<file path="config.mk">
export PLATFORM = sky130hd
export DESIGN_NAME = sprite_quad_batcher_flat
export DESIGN_NICKNAME = d
export VERILOG_FILES = /design/src/hdl/spq_pkg.sv /design/src/hdl/spq_if.sv /design/src/hdl/spq_xform.sv /design/src/hdl/spq_slot_table.sv /design/src/hdl/sprite_quad_batcher.sv /design/src/flat_wrapper.sv
export SDC_FILE = /design/constraint.sdc
export NUM_CORES = 2
export LEC_CHECK = 0
export BUFFER_PORTS_ARGS = -buffer_cell sky130_fd_sc_hd__buf_2
export CORE_MARGIN = 2
export CORE_UTILIZATION = 50
export DETAILED_ROUTE_END_ITERATION = 10
export PLACE_DENSITY = 0.73
export SLEW_MARGIN = 20
export SYNTH_ARGS = -nofsm -noshare
export SYNTH_HDL_FRONTEND = slang
export SYNTH_SLANG_ARGS = --single-unit
export TNS_END_PERCENT = 30
</file>
<file path="constraint.sdc">
create_clock -name clk_i -period 25.9 [get_ports clk_i]
set_input_delay 2.59 -clock clk_i [delete_from_list [all_inputs] [get_ports clk_i]]
set_output_delay 2.59 -clock clk_i [all_outputs]
set_load 0.05 [all_outputs]
</file>
<file path="src/hdl/spq_pkg.sv">
// Package for the sprite quad batcher: payload structs, register indexes,
// internal request/response structs and the 32-bit saturation helper.
// No dependencies.
package spq_pkg;

  localparam int unsigned MAX_TEXTURES_DEF = 32;

  localparam int unsigned CFG_IDX_W  = 3;
  localparam int unsigned CFG_DATA_W = 48;

  localparam logic [CFG_IDX_W-1:0] CFG_ROW_X   = 3'd0;
  localparam logic [CFG_IDX_W-1:0] CFG_ROW_Y   = 3'd1;
  localparam logic [CFG_IDX_W-1:0] CFG_ROW_Z   = 3'd2;
  localparam logic [CFG_IDX_W-1:0] CFG_TRANS_X = 3'd3;
  localparam logic [CFG_IDX_W-1:0] CFG_TRANS_Y = 3'd4;
  localparam logic [CFG_IDX_W-1:0] CFG_TRANS_Z = 3'd5;

  localparam logic [47:0] ROW_X_RST = 48'h0000_0000_1000;
  localparam logic [47:0] ROW_Y_RST = 48'h0000_1000_0000;
  localparam logic [47:0] ROW_Z_RST = 48'h1000_0000_0000;

  localparam logic [19:0] IDX_STEP = 20'd6;
  localparam logic [19:0] IDX_MAX  = 20'hFFFFF;

  localparam logic signed [39:0] SAT_HI = 40'sd2147483647;
  localparam logic signed [39:0] SAT_LO = -40'sd2147483648;

  typedef struct packed {
    logic               mode;
    logic signed [31:0] pos_x;
    logic signed [31:0] pos_y;
    logic signed [31:0] pos_z;
    logic signed [31:0] size_w;
    logic signed [31:0] size_h;
    logic [31:0]        colour_in;
    logic [31:0]        texture_id;
    logic [63:0]        uv_first;
    logic [63:0]        uv_second;
  } spq_in_t;

  typedef struct packed {
    logic signed [31:0] vert_x;
    logic signed [31:0] vert_y;
    logic signed [31:0] vert_z;
    logic [15:0]        tex_u;
    logic [15:0]        tex_v;
    logic [5:0]         tex_slot;
    logic [31:0]        colour_out;
    logic               flush_batch;
    logic [19:0]        flushed_indices;
    logic               last;
  } spq_out_t;

  // transform unit request / response
  typedef struct packed {
    logic               start;
    logic [47:0]        row;
    logic signed [31:0] trans;
    logic signed [31:0] px;
    logic signed [31:0] py;
    logic signed [31:0] pz;
  } spq_xf_req_t;

  typedef struct packed {
    logic               done;
    logic signed [31:0] value;
  } spq_xf_res_t;

  // slot table request / response
  typedef struct packed {
    logic        start;
    logic        clear;
    logic [31:0] tid;
  } spq_slot_req_t;

  typedef struct packed {
    logic       done;
    logic [5:0] slot;
    logic       flush;
  } spq_slot_res_t;

  function automatic logic signed [31:0] sat32(input logic signed [39:0] v);
    return (v > SAT_HI) ? 32'sh7FFFFFFF :
           (v < SAT_LO) ? 32'sh80000000 : v[31:0];
  endfunction

endpackage

</file>
<file path="src/hdl/spq_if.sv">
// Valid/ready channel interfaces for sprite input and vertex output.
// Depends on spq_pkg for the payload structs.
interface spq_in_if;
  logic            valid;
  logic            ready;
  spq_pkg::spq_in_t data;

  modport source (output valid, output data, input ready);
  modport sink   (input valid, input data, output ready);
endinterface

interface spq_out_if;
  logic             valid;
  logic             ready;
  spq_pkg::spq_out_t data;

  modport source (output valid, output data, input ready);
  modport sink   (input valid, input data, output ready);
endinterface

</file>
<file path="src/hdl/spq_xform.sv">
// Shared transform unit: one 16x32 multiplier reused for the three terms of
// a matrix row, then rounding and saturating translation. Depends on spq_pkg.
module spq_xform (
  input  logic                clk_i,
  input  logic                rst_ni,
  input  spq_pkg::spq_xf_req_t req_i,
  output spq_pkg::spq_xf_res_t res_o
);

  typedef enum logic [2:0] {X_IDLE, X_MUL, X_ACC, X_RND, X_FIN} xf_state_e;

  xf_state_e          state_q;
  logic [1:0]         cnt_q;
  logic signed [47:0] prod_q;
  logic signed [50:0] acc_q;
  logic signed [38:0] rnd_q;
  logic signed [31:0] res_q;
  logic               done_q;

  logic signed [15:0] coef;
  logic signed [31:0] oper;
  logic signed [47:0] prod;
  logic signed [50:0] acc_add;
  logic signed [50:0] rnd_sum;
  logic signed [39:0] fin_sum;

  always_comb begin
    case (cnt_q)
      2'd0:    begin coef = req_i.row[15:0];  oper = req_i.px; end
      2'd1:    begin coef = req_i.row[31:16]; oper = req_i.py; end
      default: begin coef = req_i.row[47:32]; oper = req_i.pz; end
    endcase
  end

  assign prod    = coef * oper;
  assign acc_add = acc_q + $signed({{3{prod_q[47]}}, prod_q});
  // round to nearest, ties up: add half an LSB then floor
  assign rnd_sum = acc_q + 51'sd2048;
  assign fin_sum = $signed({rnd_q[38], rnd_q}) + $signed({{8{req_i.trans[31]}}, req_i.trans});

  always_ff @(posedge clk_i or negedge rst_ni) begin
    if (!rst_ni) begin
      state_q <= X_IDLE;
      cnt_q   <= 2'd0;
      prod_q  <= '0;
      acc_q   <= '0;
      rnd_q   <= '0;
      res_q   <= '0;
      done_q  <= 1'b0;
    end else begin
      done_q <= (state_q == X_FIN);
      case (state_q)
        X_IDLE: begin
          if (req_i.start) begin
            cnt_q   <= 2'd0;
            acc_q   <= '0;
            state_q <= X_MUL;
          end
        end
        X_MUL: begin
          prod_q <= prod;
          if (cnt_q != 2'd0) acc_q <= acc_add;
          if (cnt_q == 2'd2) begin
            state_q <= X_ACC;
          end else begin
            cnt_q <= cnt_q + 2'd1;
          end
        end
        X_ACC: begin
          acc_q   <= acc_add;
          state_q <= X_RND;
        end
        X_RND: begin
          rnd_q   <= rnd_sum[50:12];
          state_q <= X_FIN;
        end
        X_FIN: begin
          res_q   <= spq_pkg::sat32(fin_sum);
          state_q <= X_IDLE;
        end
        default: state_q <= X_IDLE;
      endcase
    end
  end

  assign res_o.done  = done_q;
  assign res_o.value = res_q;

endmodule

</file>
<file path="src/hdl/spq_slot_table.sv">
// Texture slot table: memory of texture ids searched one entry per cycle,
// append on miss, wrap-around flush when full. Depends on spq_pkg.
module spq_slot_table #(
  parameter int unsigned MAX_TEXTURES = spq_pkg::MAX_TEXTURES_DEF
) (
  input  logic                  clk_i,
  input  logic                  rst_ni,
  input  spq_pkg::spq_slot_req_t req_i,
  output spq_pkg::spq_slot_res_t res_o
);

  localparam int unsigned IW = (MAX_TEXTURES > 1) ? $clog2(MAX_TEXTURES) : 1;
  localparam int unsigned SW = $clog2(MAX_TEXTURES + 1);
  localparam logic [SW-1:0] MAX_CNT = SW'(MAX_TEXTURES);

  typedef enum logic {T_IDLE, T_SEARCH} slot_state_e;

  slot_state_e     state_q;
  logic [31:0]     slot_mem_q [MAX_TEXTURES];
  logic [31:0]     rdata_q;
  logic [31:0]     tid_q;
  logic [SW-1:0]   used_q;
  logic [SW-1:0]   addr_q;
  logic            cmp_v_q;
  logic [IW-1:0]   cmp_idx_q;
  logic            done_q;
  logic [5:0]      slot_q;
  logic            flush_q;

  logic            hit;
  logic            more;
  logic            wr_en;
  logic [IW-1:0]   wr_idx;
  logic            full;

  assign hit    = cmp_v_q && (rdata_q == tid_q);
  assign more   = addr_q < used_q;
  assign full   = used_q >= MAX_CNT;
  assign wr_en  = (state_q == T_SEARCH) && !hit && !more;
  assign wr_idx = full ? '0 : used_q[IW-1:0];

  always_ff @(posedge clk_i) begin
    if (wr_en) slot_mem_q[wr_idx] <= tid_q;
    rdata_q <= slot_mem_q[addr_q[IW-1:0]];
  end

  always_ff @(posedge clk_i or negedge rst_ni) begin
    if (!rst_ni) begin
      state_q   <= T_IDLE;
      tid_q     <= '0;
      used_q    <= '0;
      addr_q    <= '0;
      cmp_v_q   <= 1'b0;
      cmp_idx_q <= '0;
      done_q    <= 1'b0;
      slot_q    <= '0;
      flush_q   <= 1'b0;
    end else begin
      done_q <= (state_q == T_SEARCH) && (hit || !more);
      case (state_q)
        T_IDLE: begin
          if (req_i.clear) used_q <= '0;
          if (req_i.start) begin
            tid_q   <= req_i.tid;
            addr_q  <= '0;
            cmp_v_q <= 1'b0;
            state_q <= T_SEARCH;
          end
        end
        T_SEARCH: begin
          if (hit) begin
            flush_q <= 1'b0;
            slot_q  <= 6'((SW+1)'(cmp_idx_q) + (SW+1)'(1));
            state_q <= T_IDLE;
          end else if (more) begin
            cmp_v_q   <= 1'b1;
            cmp_idx_q <= addr_q[IW-1:0];
            addr_q    <= addr_q + SW'(1);
          end else begin
            // miss: append, restarting the batch if the table is full
            state_q <= T_IDLE;
            if (full) begin
              flush_q <= 1'b1;
              used_q  <= SW'(1);
              slot_q  <= 6'd1;
            end else begin
              flush_q <= 1'b0;
              used_q  <= used_q + SW'(1);
              slot_q  <= 6'((SW+1)'(used_q) + (SW+1)'(1));
            end
          end
        end
        default: state_q <= T_IDLE;
      endcase
    end
  end

  assign res_o.done  = done_q;
  assign res_o.slot  = slot_q;
  assign res_o.flush = flush_q;

endmodule

</file>
<file path="src/hdl/sprite_quad_batcher.sv">
// Sprite quad batcher top level. An untextured sprite is worked as 4 vertices,
// each three passes through the shared multiply unit plus an emit step; the
// next transaction is taken once the sequencer is back in idle. A textured
// sprite first searches the slots in use; a flush item goes straight to its
// emit step. Vertex back-pressure stalls the emit step.
// Async active-low reset: matrix = identity, translation 0, batch empty.
module sprite_quad_batcher #(
  parameter int unsigned MAX_TEXTURES = spq_pkg::MAX_TEXTURES_DEF
) (
  input  logic                                clk_i,
  input  logic                                rst_ni,
  spq_in_if.sink                              sprite_i,
  spq_out_if.source                           vert_o,
  input  logic                                cfg_we_i,
  input  logic [spq_pkg::CFG_IDX_W-1:0]       cfg_idx_i,
  input  logic [spq_pkg::CFG_DATA_W-1:0]      cfg_data_i
);

  typedef enum logic [1:0] {S_IDLE, S_SEARCH, S_XFORM, S_EMIT} top_state_e;

  // ---------------------------------------------------------------------
  // Configuration registers
  // ---------------------------------------------------------------------
  logic [47:0]        row_x_q, row_y_q, row_z_q;
  logic signed [31:0] trans_x_q, trans_y_q, trans_z_q;

  always_ff @(posedge clk_i or negedge rst_ni) begin
    if (!rst_ni) begin
      row_x_q   <= spq_pkg::ROW_X_RST;
      row_y_q   <= spq_pkg::ROW_Y_RST;
      row_z_q   <= spq_pkg::ROW_Z_RST;
      trans_x_q <= '0;
      trans_y_q <= '0;
      trans_z_q <= '0;
    end else if (cfg_we_i) begin
      case (cfg_idx_i)
        spq_pkg::CFG_ROW_X:   row_x_q   <= cfg_data_i[47:0];
        spq_pkg::CFG_ROW_Y:   row_y_q   <= cfg_data_i[47:0];
        spq_pkg::CFG_ROW_Z:   row_z_q   <= cfg_data_i[47:0];
        spq_pkg::CFG_TRANS_X: trans_x_q <= cfg_data_i[31:0];
        spq_pkg::CFG_TRANS_Y: trans_y_q <= cfg_data_i[31:0];
        spq_pkg::CFG_TRANS_Z: trans_z_q <= cfg_data_i[31:0];
        default: ;
      endcase
    end
  end

  // ---------------------------------------------------------------------
  // Sequencer state and latched sprite
  // ---------------------------------------------------------------------
  top_state_e         state_q;
  logic signed [31:0] px_q, py_q, pz_q, x1_q, y1_q;
  logic [31:0]        colour_q;
  logic [63:0]        uv_a_q, uv_b_q;
  logic [5:0]         slot_q;
  logic               flush_item_q;   // current transaction is a flush item
  logic               flush_q;        // batch flushed ahead of this item
  logic [19:0]        flushed_q;
  logic [19:0]        index_total_q;
  logic [1:0]         k_q;            // corner 0..3
  logic [1:0]         o_q;            // output component x/y/z
  logic               launched_q;
  logic signed [31:0] vx_q, vy_q, vz_q;
  logic               out_valid_q;
  spq_pkg::spq_out_t  out_q;

  spq_pkg::spq_xf_req_t   xf_req;
  spq_pkg::spq_xf_res_t   xf_res;
  spq_pkg::spq_slot_req_t slot_req;
  spq_pkg::spq_slot_res_t slot_res;

  logic               in_acc;
  logic               out_free;
  logic               emit_go;
  logic signed [39:0] x1_sum, y1_sum;
  logic [31:0]        uv_sel;
  spq_pkg::spq_out_t  emit_data;

  assign sprite_i.ready = (state_q == S_IDLE);
  assign in_acc         = sprite_i.valid && sprite_i.ready;
  assign out_free       = !out_valid_q || vert_o.ready;
  assign emit_go        = (state_q == S_EMIT) && out_free;

  // far corner sums, saturated to 32 bits
  assign x1_sum = $signed({{8{sprite_i.data.pos_x[31]}}, sprite_i.data.pos_x})
                + $signed({{8{sprite_i.data.size_w[31]}}, sprite_i.data.size_w});
  assign y1_sum = $signed({{8{sprite_i.data.pos_y[31]}}, sprite_i.data.pos_y})
                + $signed({{8{sprite_i.data.size_h[31]}}, sprite_i.data.size_h});

  // slot search kicks off straight from the accepted transaction
  assign slot_req.start = in_acc && !sprite_i.data.mode && (sprite_i.data.texture_id != '0);
  assign slot_req.clear = in_acc && sprite_i.data.mode;
  assign slot_req.tid   = sprite_i.data.texture_id;

  // Corner order: (x,y) (x,y+h) (x+w,y+h) (x+w,y)
  always_comb begin
    xf_req.start = (state_q == S_XFORM) && !launched_q;
    xf_req.px    = k_q[1] ? x1_q : px_q;
    xf_req.py    = (k_q[0] ^ k_q[1]) ? y1_q : py_q;
    xf_req.pz    = pz_q;
    case (o_q)
      2'd0:    begin xf_req.row = row_x_q; xf_req.trans = trans_x_q; end
      2'd1:    begin xf_req.row = row_y_q; xf_req.trans = trans_y_q; end
      default: begin xf_req.row = row_z_q; xf_req.trans = trans_z_q; end
    endcase
  end

  always_comb begin
    case (k_q)
      2'd0:    uv_sel = uv_a_q[31:0];
      2'd1:    uv_sel = uv_a_q[63:32];
      2'd2:    uv_sel = uv_b_q[31:0];
      default: uv_sel = uv_b_q[63:32];
    endcase
  end

  // Result transaction for the current step; flush items carry only the count and the flush and last flags
  always_comb begin
    emit_data = '0;
    if (flush_item_q) begin
      emit_data.flush_batch     = 1'b1;
      emit_data.flushed_indices = flushed_q;
      emit_data.last            = 1'b1;
    end else begin
      emit_data.vert_x          = vx_q;
      emit_data.vert_y          = vy_q;
      emit_data.vert_z          = vz_q;
      emit_data.tex_u           = uv_sel[15:0];
      emit_data.tex_v           = uv_sel[31:16];
      emit_data.tex_slot        = slot_q;
      emit_data.colour_out      = colour_q;
      emit_data.flush_batch     = (k_q == 2'd0) && flush_q;
      emit_data.flushed_indices = ((k_q == 2'd0) && flush_q) ? flushed_q : '0;
      emit_data.last            = (k_q == 2'd3);
    end
  end

  always_ff @(posedge clk_i or negedge rst_ni) begin
    if (!rst_ni) begin
      state_q       <= S_IDLE;
      px_q          <= '0;
      py_q          <= '0;
      pz_q          <= '0;
      x1_q          <= '0;
      y1_q          <= '0;
      colour_q      <= '0;
      uv_a_q        <= '0;
      uv_b_q        <= '0;
      slot_q        <= '0;
      flush_item_q  <= 1'b0;
      flush_q       <= 1'b0;
      flushed_q     <= '0;
      index_total_q <= '0;
      k_q           <= '0;
      o_q           <= '0;
      launched_q    <= 1'b0;
      vx_q          <= '0;
      vy_q          <= '0;
      vz_q          <= '0;
      out_valid_q   <= 1'b0;
      out_q         <= '0;
    end else begin
      // output register: loaded by an emit step, emptied by a taken transaction
      if (emit_go) out_valid_q <= 1'b1;
      else if (vert_o.ready) out_valid_q <= 1'b0;

      case (state_q)
        S_IDLE: begin
          if (in_acc) begin
            px_q         <= sprite_i.data.pos_x;
            py_q         <= sprite_i.data.pos_y;
            pz_q         <= sprite_i.data.pos_z;
            x1_q         <= spq_pkg::sat32(x1_sum);
            y1_q         <= spq_pkg::sat32(y1_sum);
            colour_q     <= sprite_i.data.colour_in;
            uv_a_q       <= sprite_i.data.uv_first;
            uv_b_q       <= sprite_i.data.uv_second;
            k_q          <= '0;
            o_q          <= '0;
            launched_q   <= 1'b0;
            flush_q      <= 1'b0;
            slot_q       <= '0;
            flush_item_q <= sprite_i.data.mode;
            if (sprite_i.data.mode) begin
              flushed_q     <= index_total_q;
              index_total_q <= '0;
              state_q       <= S_EMIT;
            end else if (sprite_i.data.texture_id == '0) begin
              state_q <= S_XFORM;
            end else begin
              state_q <= S_SEARCH;
            end
          end
        end

        S_SEARCH: begin
          if (slot_res.done) begin
            slot_q <= slot_res.slot;
            if (slot_res.flush) begin
              flush_q       <= 1'b1;
              flushed_q     <= index_total_q;
              index_total_q <= '0;
            end
            state_q <= S_XFORM;
          end
        end

        S_XFORM: begin
          if (!launched_q) launched_q <= 1'b1;
          if (xf_res.done) begin
            launched_q <= 1'b0;
            case (o_q)
              2'd0:    vx_q <= xf_res.value;
              2'd1:    vy_q <= xf_res.value;
              default: vz_q <= xf_res.value;
            endcase
            if (o_q == 2'd2) begin
              o_q     <= '0;
              state_q <= S_EMIT;
            end else begin
              o_q <= o_q + 2'd1;
            end
          end
        end

        S_EMIT: begin
          if (out_free) begin
            out_q <= emit_data;
            if (flush_item_q) begin
              state_q <= S_IDLE;
            end else if (k_q == 2'd3) begin
              // six indices per sprite, saturating
              index_total_q <= (index_total_q > (spq_pkg::IDX_MAX - spq_pkg::IDX_STEP))
                             ? spq_pkg::IDX_MAX : index_total_q + spq_pkg::IDX_STEP;
              state_q <= S_IDLE;
            end else begin
              k_q     <= k_q + 2'd1;
              state_q <= S_XFORM;
            end
          end
        end

        default: state_q <= S_IDLE;
      endcase
    end
  end

  assign vert_o.valid = out_valid_q;
  assign vert_o.data  = out_q;

  // ---------------------------------------------------------------------
  // Sub-units
  // ---------------------------------------------------------------------
  spq_xform u_xform (
    .clk_i  (clk_i),
    .rst_ni (rst_ni),
    .req_i  (xf_req),
    .res_o  (xf_res)
  );

  spq_slot_table #(
    .MAX_TEXTURES (MAX_TEXTURES)
  ) u_slot_table (
    .clk_i  (clk_i),
    .rst_ni (rst_ni),
    .req_i  (slot_req),
    .res_o  (slot_res)
  );

endmodule

</file>
<file path="src/flat_wrapper.sv">
// flat-port wrapper written by rule: the top's interface ports become plain ports
module sprite_quad_batcher_flat 
#(
  parameter int unsigned MAX_TEXTURES = spq_pkg::MAX_TEXTURES_DEF
)
  (clk_i, rst_ni, cfg_we_i, cfg_idx_i, cfg_data_i, sprite_i_valid, sprite_i_data, sprite_i_ready, vert_o_valid, vert_o_data, vert_o_ready);
  spq_in_if sprite_i_i ();
  spq_out_if vert_o_i ();
  input  logic clk_i;
  input  logic rst_ni;
  input  logic cfg_we_i;
  input  logic [spq_pkg::CFG_IDX_W-1:0] cfg_idx_i;
  input  logic [spq_pkg::CFG_DATA_W-1:0] cfg_data_i;
  input wire logic [$bits(sprite_i_i.valid)-1:0] sprite_i_valid;
  input wire logic [$bits(sprite_i_i.data)-1:0] sprite_i_data;
  output wire logic [$bits(sprite_i_i.ready)-1:0] sprite_i_ready;
  output wire logic [$bits(vert_o_i.valid)-1:0] vert_o_valid;
  output wire logic [$bits(vert_o_i.data)-1:0] vert_o_data;
  input wire logic [$bits(vert_o_i.ready)-1:0] vert_o_ready;
  assign sprite_i_i.valid = sprite_i_valid;
  assign sprite_i_i.data = sprite_i_data;
  assign sprite_i_ready = sprite_i_i.ready;
  assign vert_o_valid = vert_o_i.valid;
  assign vert_o_data = vert_o_i.data;
  assign vert_o_i.ready = vert_o_ready;
  sprite_quad_batcher #(.MAX_TEXTURES(MAX_TEXTURES)) u_core (.clk_i(clk_i), .rst_ni(rst_ni), .sprite_i(sprite_i_i), .vert_o(vert_o_i), .cfg_we_i(cfg_we_i), .cfg_idx_i(cfg_idx_i), .cfg_data_i(cfg_data_i));
endmodule
</file>
Yosys cells after proc, flatten, opt, wreduce, memory -nomap -nowiden
Memory sizes are Yosys's and may differ from the RTL's. A register that Yosys moved wholly into a read port is not among the register bits.
Cells that the tools add are included.
Operators by class
  $mul: 1
  eq/ne operators: 40
  bitwise operators: 4
  $lt $le $gt $ge: 9
  multiplexer cells: 93
  reduce and logical (&&, ||, !) cells: 62
  $add $sub $neg: 13
Operators with widths (number)
  20-bit two-way mux: 13
  32-bit two-way mux: 8
  166-bit two-way mux: 1
  80-bit case mux with 2 select lines: 1
  51-bit case mux with 3 select lines: 1
  40-bit by 32-bit greater-than comparator with 1-bit output (second input constant): 3
  40-bit by 32-bit less-than comparator with 1-bit output (second input constant): 3
  51-bit two-way mux: 2
  32-bit case mux with 3 select lines: 1
  6-bit two-way mux: 12
  32-bit by 32-bit adder with 33-bit output: 2
  32-bit case mux with 2 select lines: 1
  20-bit case mux with 3 select lines: 1
  51-bit by 13-bit adder with 51-bit output (second input constant): 1
  51-bit by 48-bit adder with 51-bit output: 1
  16-bit by 32-bit multiplier with 48-bit output: 1
  39-bit by 32-bit adder with 40-bit output: 1
  20-bit case mux with 2 select lines: 1
  6-bit case mux with 2 select lines: 3
  2-bit two-way mux: 17
  32-bit equality test: 1
  32-bit zero test: 1
  2-bit inequality test (second input constant): 16
  16-bit case mux with 2 select lines: 1
  37 further kinds: 129
Storage, ports and cells
  memories kept: 1
  logic and storage cells: 276
  RAM bits: 1024
  output and inout port bits: 190
  register bits after elaboration: 1135
Memory list
  u_core.u_slot_table.slot_mem_q: depth 32, width 32, rd ports 1, clocked after Yosys merged registers in 1, write ports 1, line spq_slot_table.sv:19  | logic [31:0] slot_mem_q [MAX_TEXTURES];

Longest topological paths before layout
  depth in word-level cells: 7
  depth in mapped cells: 36
  depth with buffers taken out: 30

By module
Synthesis repeated with hierarchy kept, for this count alone.
Unflattened totals
  cell total of the unflattened synthesis: 9510
  area, all modules: 114422.2 µm²
By module, submodules not included
  spq_slot_table: area an instance 42823.6 µm², cells each 1910, sequential area each 32866.5 µm², instances 1
  sprite_quad_batcher: area an instance 41429.7 µm², cells each 4064, sequential area each 22525.4 µm², instances 1
  spq_xform: area an instance 30168.9 µm², cells each 3536, sequential area each 4404.2 µm², instances 1

Worst setup path after synthesis
OpenSTA, ideal clock, no wires.
  path type: flip-flop to flip-flop
  start point: register u_core.k_q[1]
  end point: register u_core.u_xform.prod_q[47]
  stages on the path, launching flop included: 34
  arrival time: 8.394 ns
  path buffers: 6
  period minus slack after synthesis: 8.531 ns
  data required time: 25.762 ns
  path slack: 17.369 ns
  cells stage by stage: dfrtp_1 > clkbuf_1 > clkbuf_1 > inv_1 > ha_1 > clkbuf_1 > clkbuf_1 > mux2_2 > nand2_1 > and3_1 > clkbuf_1 > nor2_1 > fa_1 > inv_1 > fa_1 > fa_1 > inv_1 > fa_1 > fa_1 > inv_1 > fa_1 > inv_1 > ha_1 > clkbuf_1 > and4_1 > nand3_1 > or3b_2 > o2111a_1 > nor3_1 > o2111ai_1 > a31oi_1 > a21o_1 > mux2i_1 > o211ai_1
On the way
  longest elaborated chain between the ends: 4
  elaborated cells between the ends (all ways): 5
  those cells by class: mul: 1; mux: 3; bitwise: 1
Ends and longest elaborated chain
  from (decl): line sprite_quad_batcher.sv:60  | logic [1:0] k_q;
  from (signal assigned): line sprite_quad_batcher.sv:237  | k_q <= k_q + 2'd1;
  1-bit XOR: line sprite_quad_batcher.sv:99  | xf_req.py = (k_q[0] ^ k_q[1]) ? y1_q : py_q;
  32-bit two-way mux: line sprite_quad_batcher.sv:99
  32-bit case mux with 2 select lines (*): line spq_xform.sv:28  | case (cnt_q)
  16-bit by 32-bit multiplier with 48-bit output (*): line spq_xform.sv:35  | assign prod = coef * oper;
  to (signal assigned): line spq_xform.sv:61  | prod_q <= prod;
  to (decl): line spq_xform.sv:14  | logic signed [47:0] prod_q;
Mark *: on every way between the ends. The rest lies on a longest branch, timed or not.
A chain may end at the register's enable or synchronous reset.

Final worst setup path
  start point: register u_core.o_q[1]
  end point: register u_core.u_xform.prod_q[46]
On the way
  longest elaborated chain between the ends: 4
  elaborated cells between the ends (all ways): 5
  those cells by class: mul: 1; eq/ne: 1; mux: 2; reduce/logical: 1
Ends and longest elaborated chain
  from (decl): line sprite_quad_batcher.sv:61  | logic [1:0] o_q;
  from (signal assigned): line sprite_quad_batcher.sv:221  | o_q <= o_q + 2'd1;
  2-bit by 1-bit equality test with 1-bit output or 2-bit zero test (tied branches): line sprite_quad_batcher.sv:101  | case (o_q)
  80-bit case mux with 2 select lines (*): line sprite_quad_batcher.sv:101
  16-bit case mux with 2 select lines (*): line spq_xform.sv:28
  16-bit by 32-bit multiplier with 48-bit output (*): line spq_xform.sv:35
Marks and branches as above.

==> impl_metrics.tcl <==
set metrics [dict create \
    gp_congestion 0.953 \
    ys_seq_elements 2191 \
    max_freq_ghz 0.103 \
    dr.first_iter.drc_count 8154 \
    grt_pass1_wl_um 490000 \
    slowest_delay_ns 0.63 \
    clk_pin_slew_ns 0.06 \
    cts_buffers 220 \
    syn_nets 10600 \
    synth.area.top_cells "edfxtp_1 27%, dfrtp_1 25%, fa_1 8.6%" \
    dieWidth_um 481 \
    worstSetupStartpointType "flip-flop" \
    rsz0062_at_grt "no" \
    postRouteAntennaNets 0 \
    hold_path_class "flip-flop to flip-flop" \
    viasPerCell 5.89 \
    placed_area_sq_mm 0.120 \
    synth_area_sq_mm 0.114 \
    io_buffers 598 \
    end_kind "flip-flop" \
    setup-violations-final 0 \
    drc_errors 0 \
    dieArea_sq_mm 0.232 \
    start_util 0.502 \
    overflow 0 \
    syn_inst 9409 \
    drv_cap 0 \
    cts_root_buf "clkbuf_16" \
    synth.most_common_cell "nand2_1" \
    syn_to_final_growth_pct 12.4 \
    fillers 18300 \
    finalCriticalPeriod_ns 9.70 \
    wl_um 327000 \
    postCtsSetupBuffers 0 \
    post_cts_resized 0 \
    cts_tree "yes" \
    fin_crit_sh 0.374 \
    grt_use_total 0.281 \
    antenna_found_initial 29 \
    cp_common_cell "fa_1" \
    worst_pin_slew_ns 1.32 \
    slew_violations 0 \
    hold_buffers 0 \
    design_area_sq_mm 0.128 \
    use_met2 0.438 \
    synth_top_cell_area_share 0.270 \
    yosys.area.top_type "edfxtp_1" \
    nets 11100 \
    cp_slowest_cell "dfrtp_4" \
    yosysSeqAreaShare 0.525 \
    synth.distinct_cells 93 \
    vias 77200 \
    critPathArrivalTime_ns 10.40 \
    grt_pass1_vias 77300 \
    dieHeight_um 481 \
    critPathTopFamily "adder cells" \
    fin_tns_setup_ns 0 \
    synth_edf_count 1024 \
    finalHoldViolCount 0 \
    drt_first_pass_iters 7 \
    numClockSinks 2191 \
    crit_buf_inv 7 \
    status "completed" \
    coreArea_sq_mm 0.227 \
    clk_latency_ns 0.92 \
    finalClockSkew_ns 0.0816 \
    dp.final_hpwl_um 218000 \
    use_met1 0.395 \
    crit_type "flip-flop to flip-flop" \
    dominantRegCellSynth "dfrtp_1" \
    grt_start_max_net_pins 170 \
    clock_path_buffers 3 \
    routedWlPerCell_um 24.9 \
    drive_gt1_frac 0.201 \
    rows 175 \
    synth_warnings 0 \
    synth-async-reset-ratio 0.518 \
    crit_required_ns 26.61 \
    use_met3 0.0534 \
    htreeDepth 4 \
    syn_area_per_cell_sq_um 12.1 \
    ys_top_cells_by_count "1727 x nand2_1, 1132 x dfrtp_1, 1024 x edfxtp_1" \
    critPathMaxFanout 69 \
    slew_headroom 0.109 \
    grt_busiest_layer "met2" \
    io_pins 599 \
]
[flip-flops by register name (all words and copies together) (netlist names), 39 cells and up]
name and flops:
u_core.row_z_q 48, u_core.uv_a_q 64, u_core.row_y_q 48, u_core.u_xform.rnd_q 39, u_core.u_xform.acc_q 51, u_core.u_slot_table.slot_mem_q 1024, u_core.u_xform.prod_q 48, u_core.uv_b_q 64
u_core.vert_o.data 188, u_core.row_x_q 48
[worst paths after layout]
| check | cells after the start | endpoint | from | slack [ns] |
|---|---|---|---|---|
| setup / recovery | 29 | u_core.u_xform.prod_q[46] | u_core.o_q[1] | 16.20 |
| hold / removal | 1 | u_core.vert_o.data[12] | u_core.flushed_q[11] | 0.46 |
| setup reg to reg | 29 | u_core.u_xform.prod_q[46] | u_core.o_q[1] | 16.20 |
| hold reg to reg | 1 | u_core.vert_o.data[12] | u_core.flushed_q[11] | 0.46 |
| max in group asynchronous | 6 | u_core.y1_q[26] | rst_ni | 19.59 |
| min in group asynchronous | 1 | u_core.vert_o.data[42] | rst_ni | 1.76 |
[metal layers]
| metal | wire length, um | up-vias |
|---|---|---|
| met5 | 46 | - |
| met4 | 12100 | 8 |
| met3 | 28600 | 586 |
| met2 | 152000 | 3581 |
| met1 | 134000 | 39300 |
| li1 | - | 33700 |
[cell families (layout without fill, tap and decap cells)]
logic type                 count (synthesis)  after routing  synth area share
adders and majority gates                810            810             0.120
muxes                                    909            909             0.120
xor gates and xnor gates                 247            247            0.0191
AOI/OAI and AO/OA                       1365           1365            0.0747
other                                      0             39                 0
buffers and inverters                   1135           1794            0.0378
and+or+nand+nor                         2752           2752             0.103
DFF                                     2191           2191             0.525
[placed cells by master (no fill, tap or decap), types with 281 or more instances in the layout]
cell	synthesis	layout
nand2_1	1727	1724
dfrtp_1	1132	1123
edfxtp_1	1024	1024
inv_1	645	645
buf_2	7	597
o21ai_0	553	552
mux2_2	499	499
fa_1	490	490
nor2_1	441	407
mux4_2	320	320
ha_1	285	281
[worst reg2reg max path, delay by kind of cell (launching register included)]
kind            cells  cell delay, ns
flops               1            0.63
mux                 1            0.22
compound gates     10            2.28
buf+inv             7            2.44
fa+ha+maj           7            3.15
simple gates        4            0.83
[through the flow]
step | setup WS [ns] | utilization | cells | hold WS (ns)
after floorplan | 17.37 | - | 9409 | 0.440
after global placement | 16.42 | 0.530 | 12700 | 0.451
after detailed placement | 16.44 | 0.530 | 12700 | 0.459
after CTS | 16.43 | 0.563 | 13100 | 0.471
after global routing | 15.70 | 0.564 | 13100 | 0.489
final | 16.20 | 0.564 | 13100 | 0.460
[layout make-up]
class | instances | area [sq um] | share of cell area
multi-input cells | 6083 | 50200 | 0.392
clock inverters | 100 | 1260 | 0.00987
well taps | 3009 | 3760 | 0.0294
repair buffers | 732 | 4110 | 0.0321
diodes | 39 | 97.6 | 0.000762
flip-flops and latches | 2191 | 59800 | 0.467
inverters | 646 | 2420 | 0.0189
clock buffers | 316 | 6340 | 0.0495
Power is left out: the tool's default activity adds up to more than one toggle a clock period on the data nets, which glitch-free logic cannot reach.
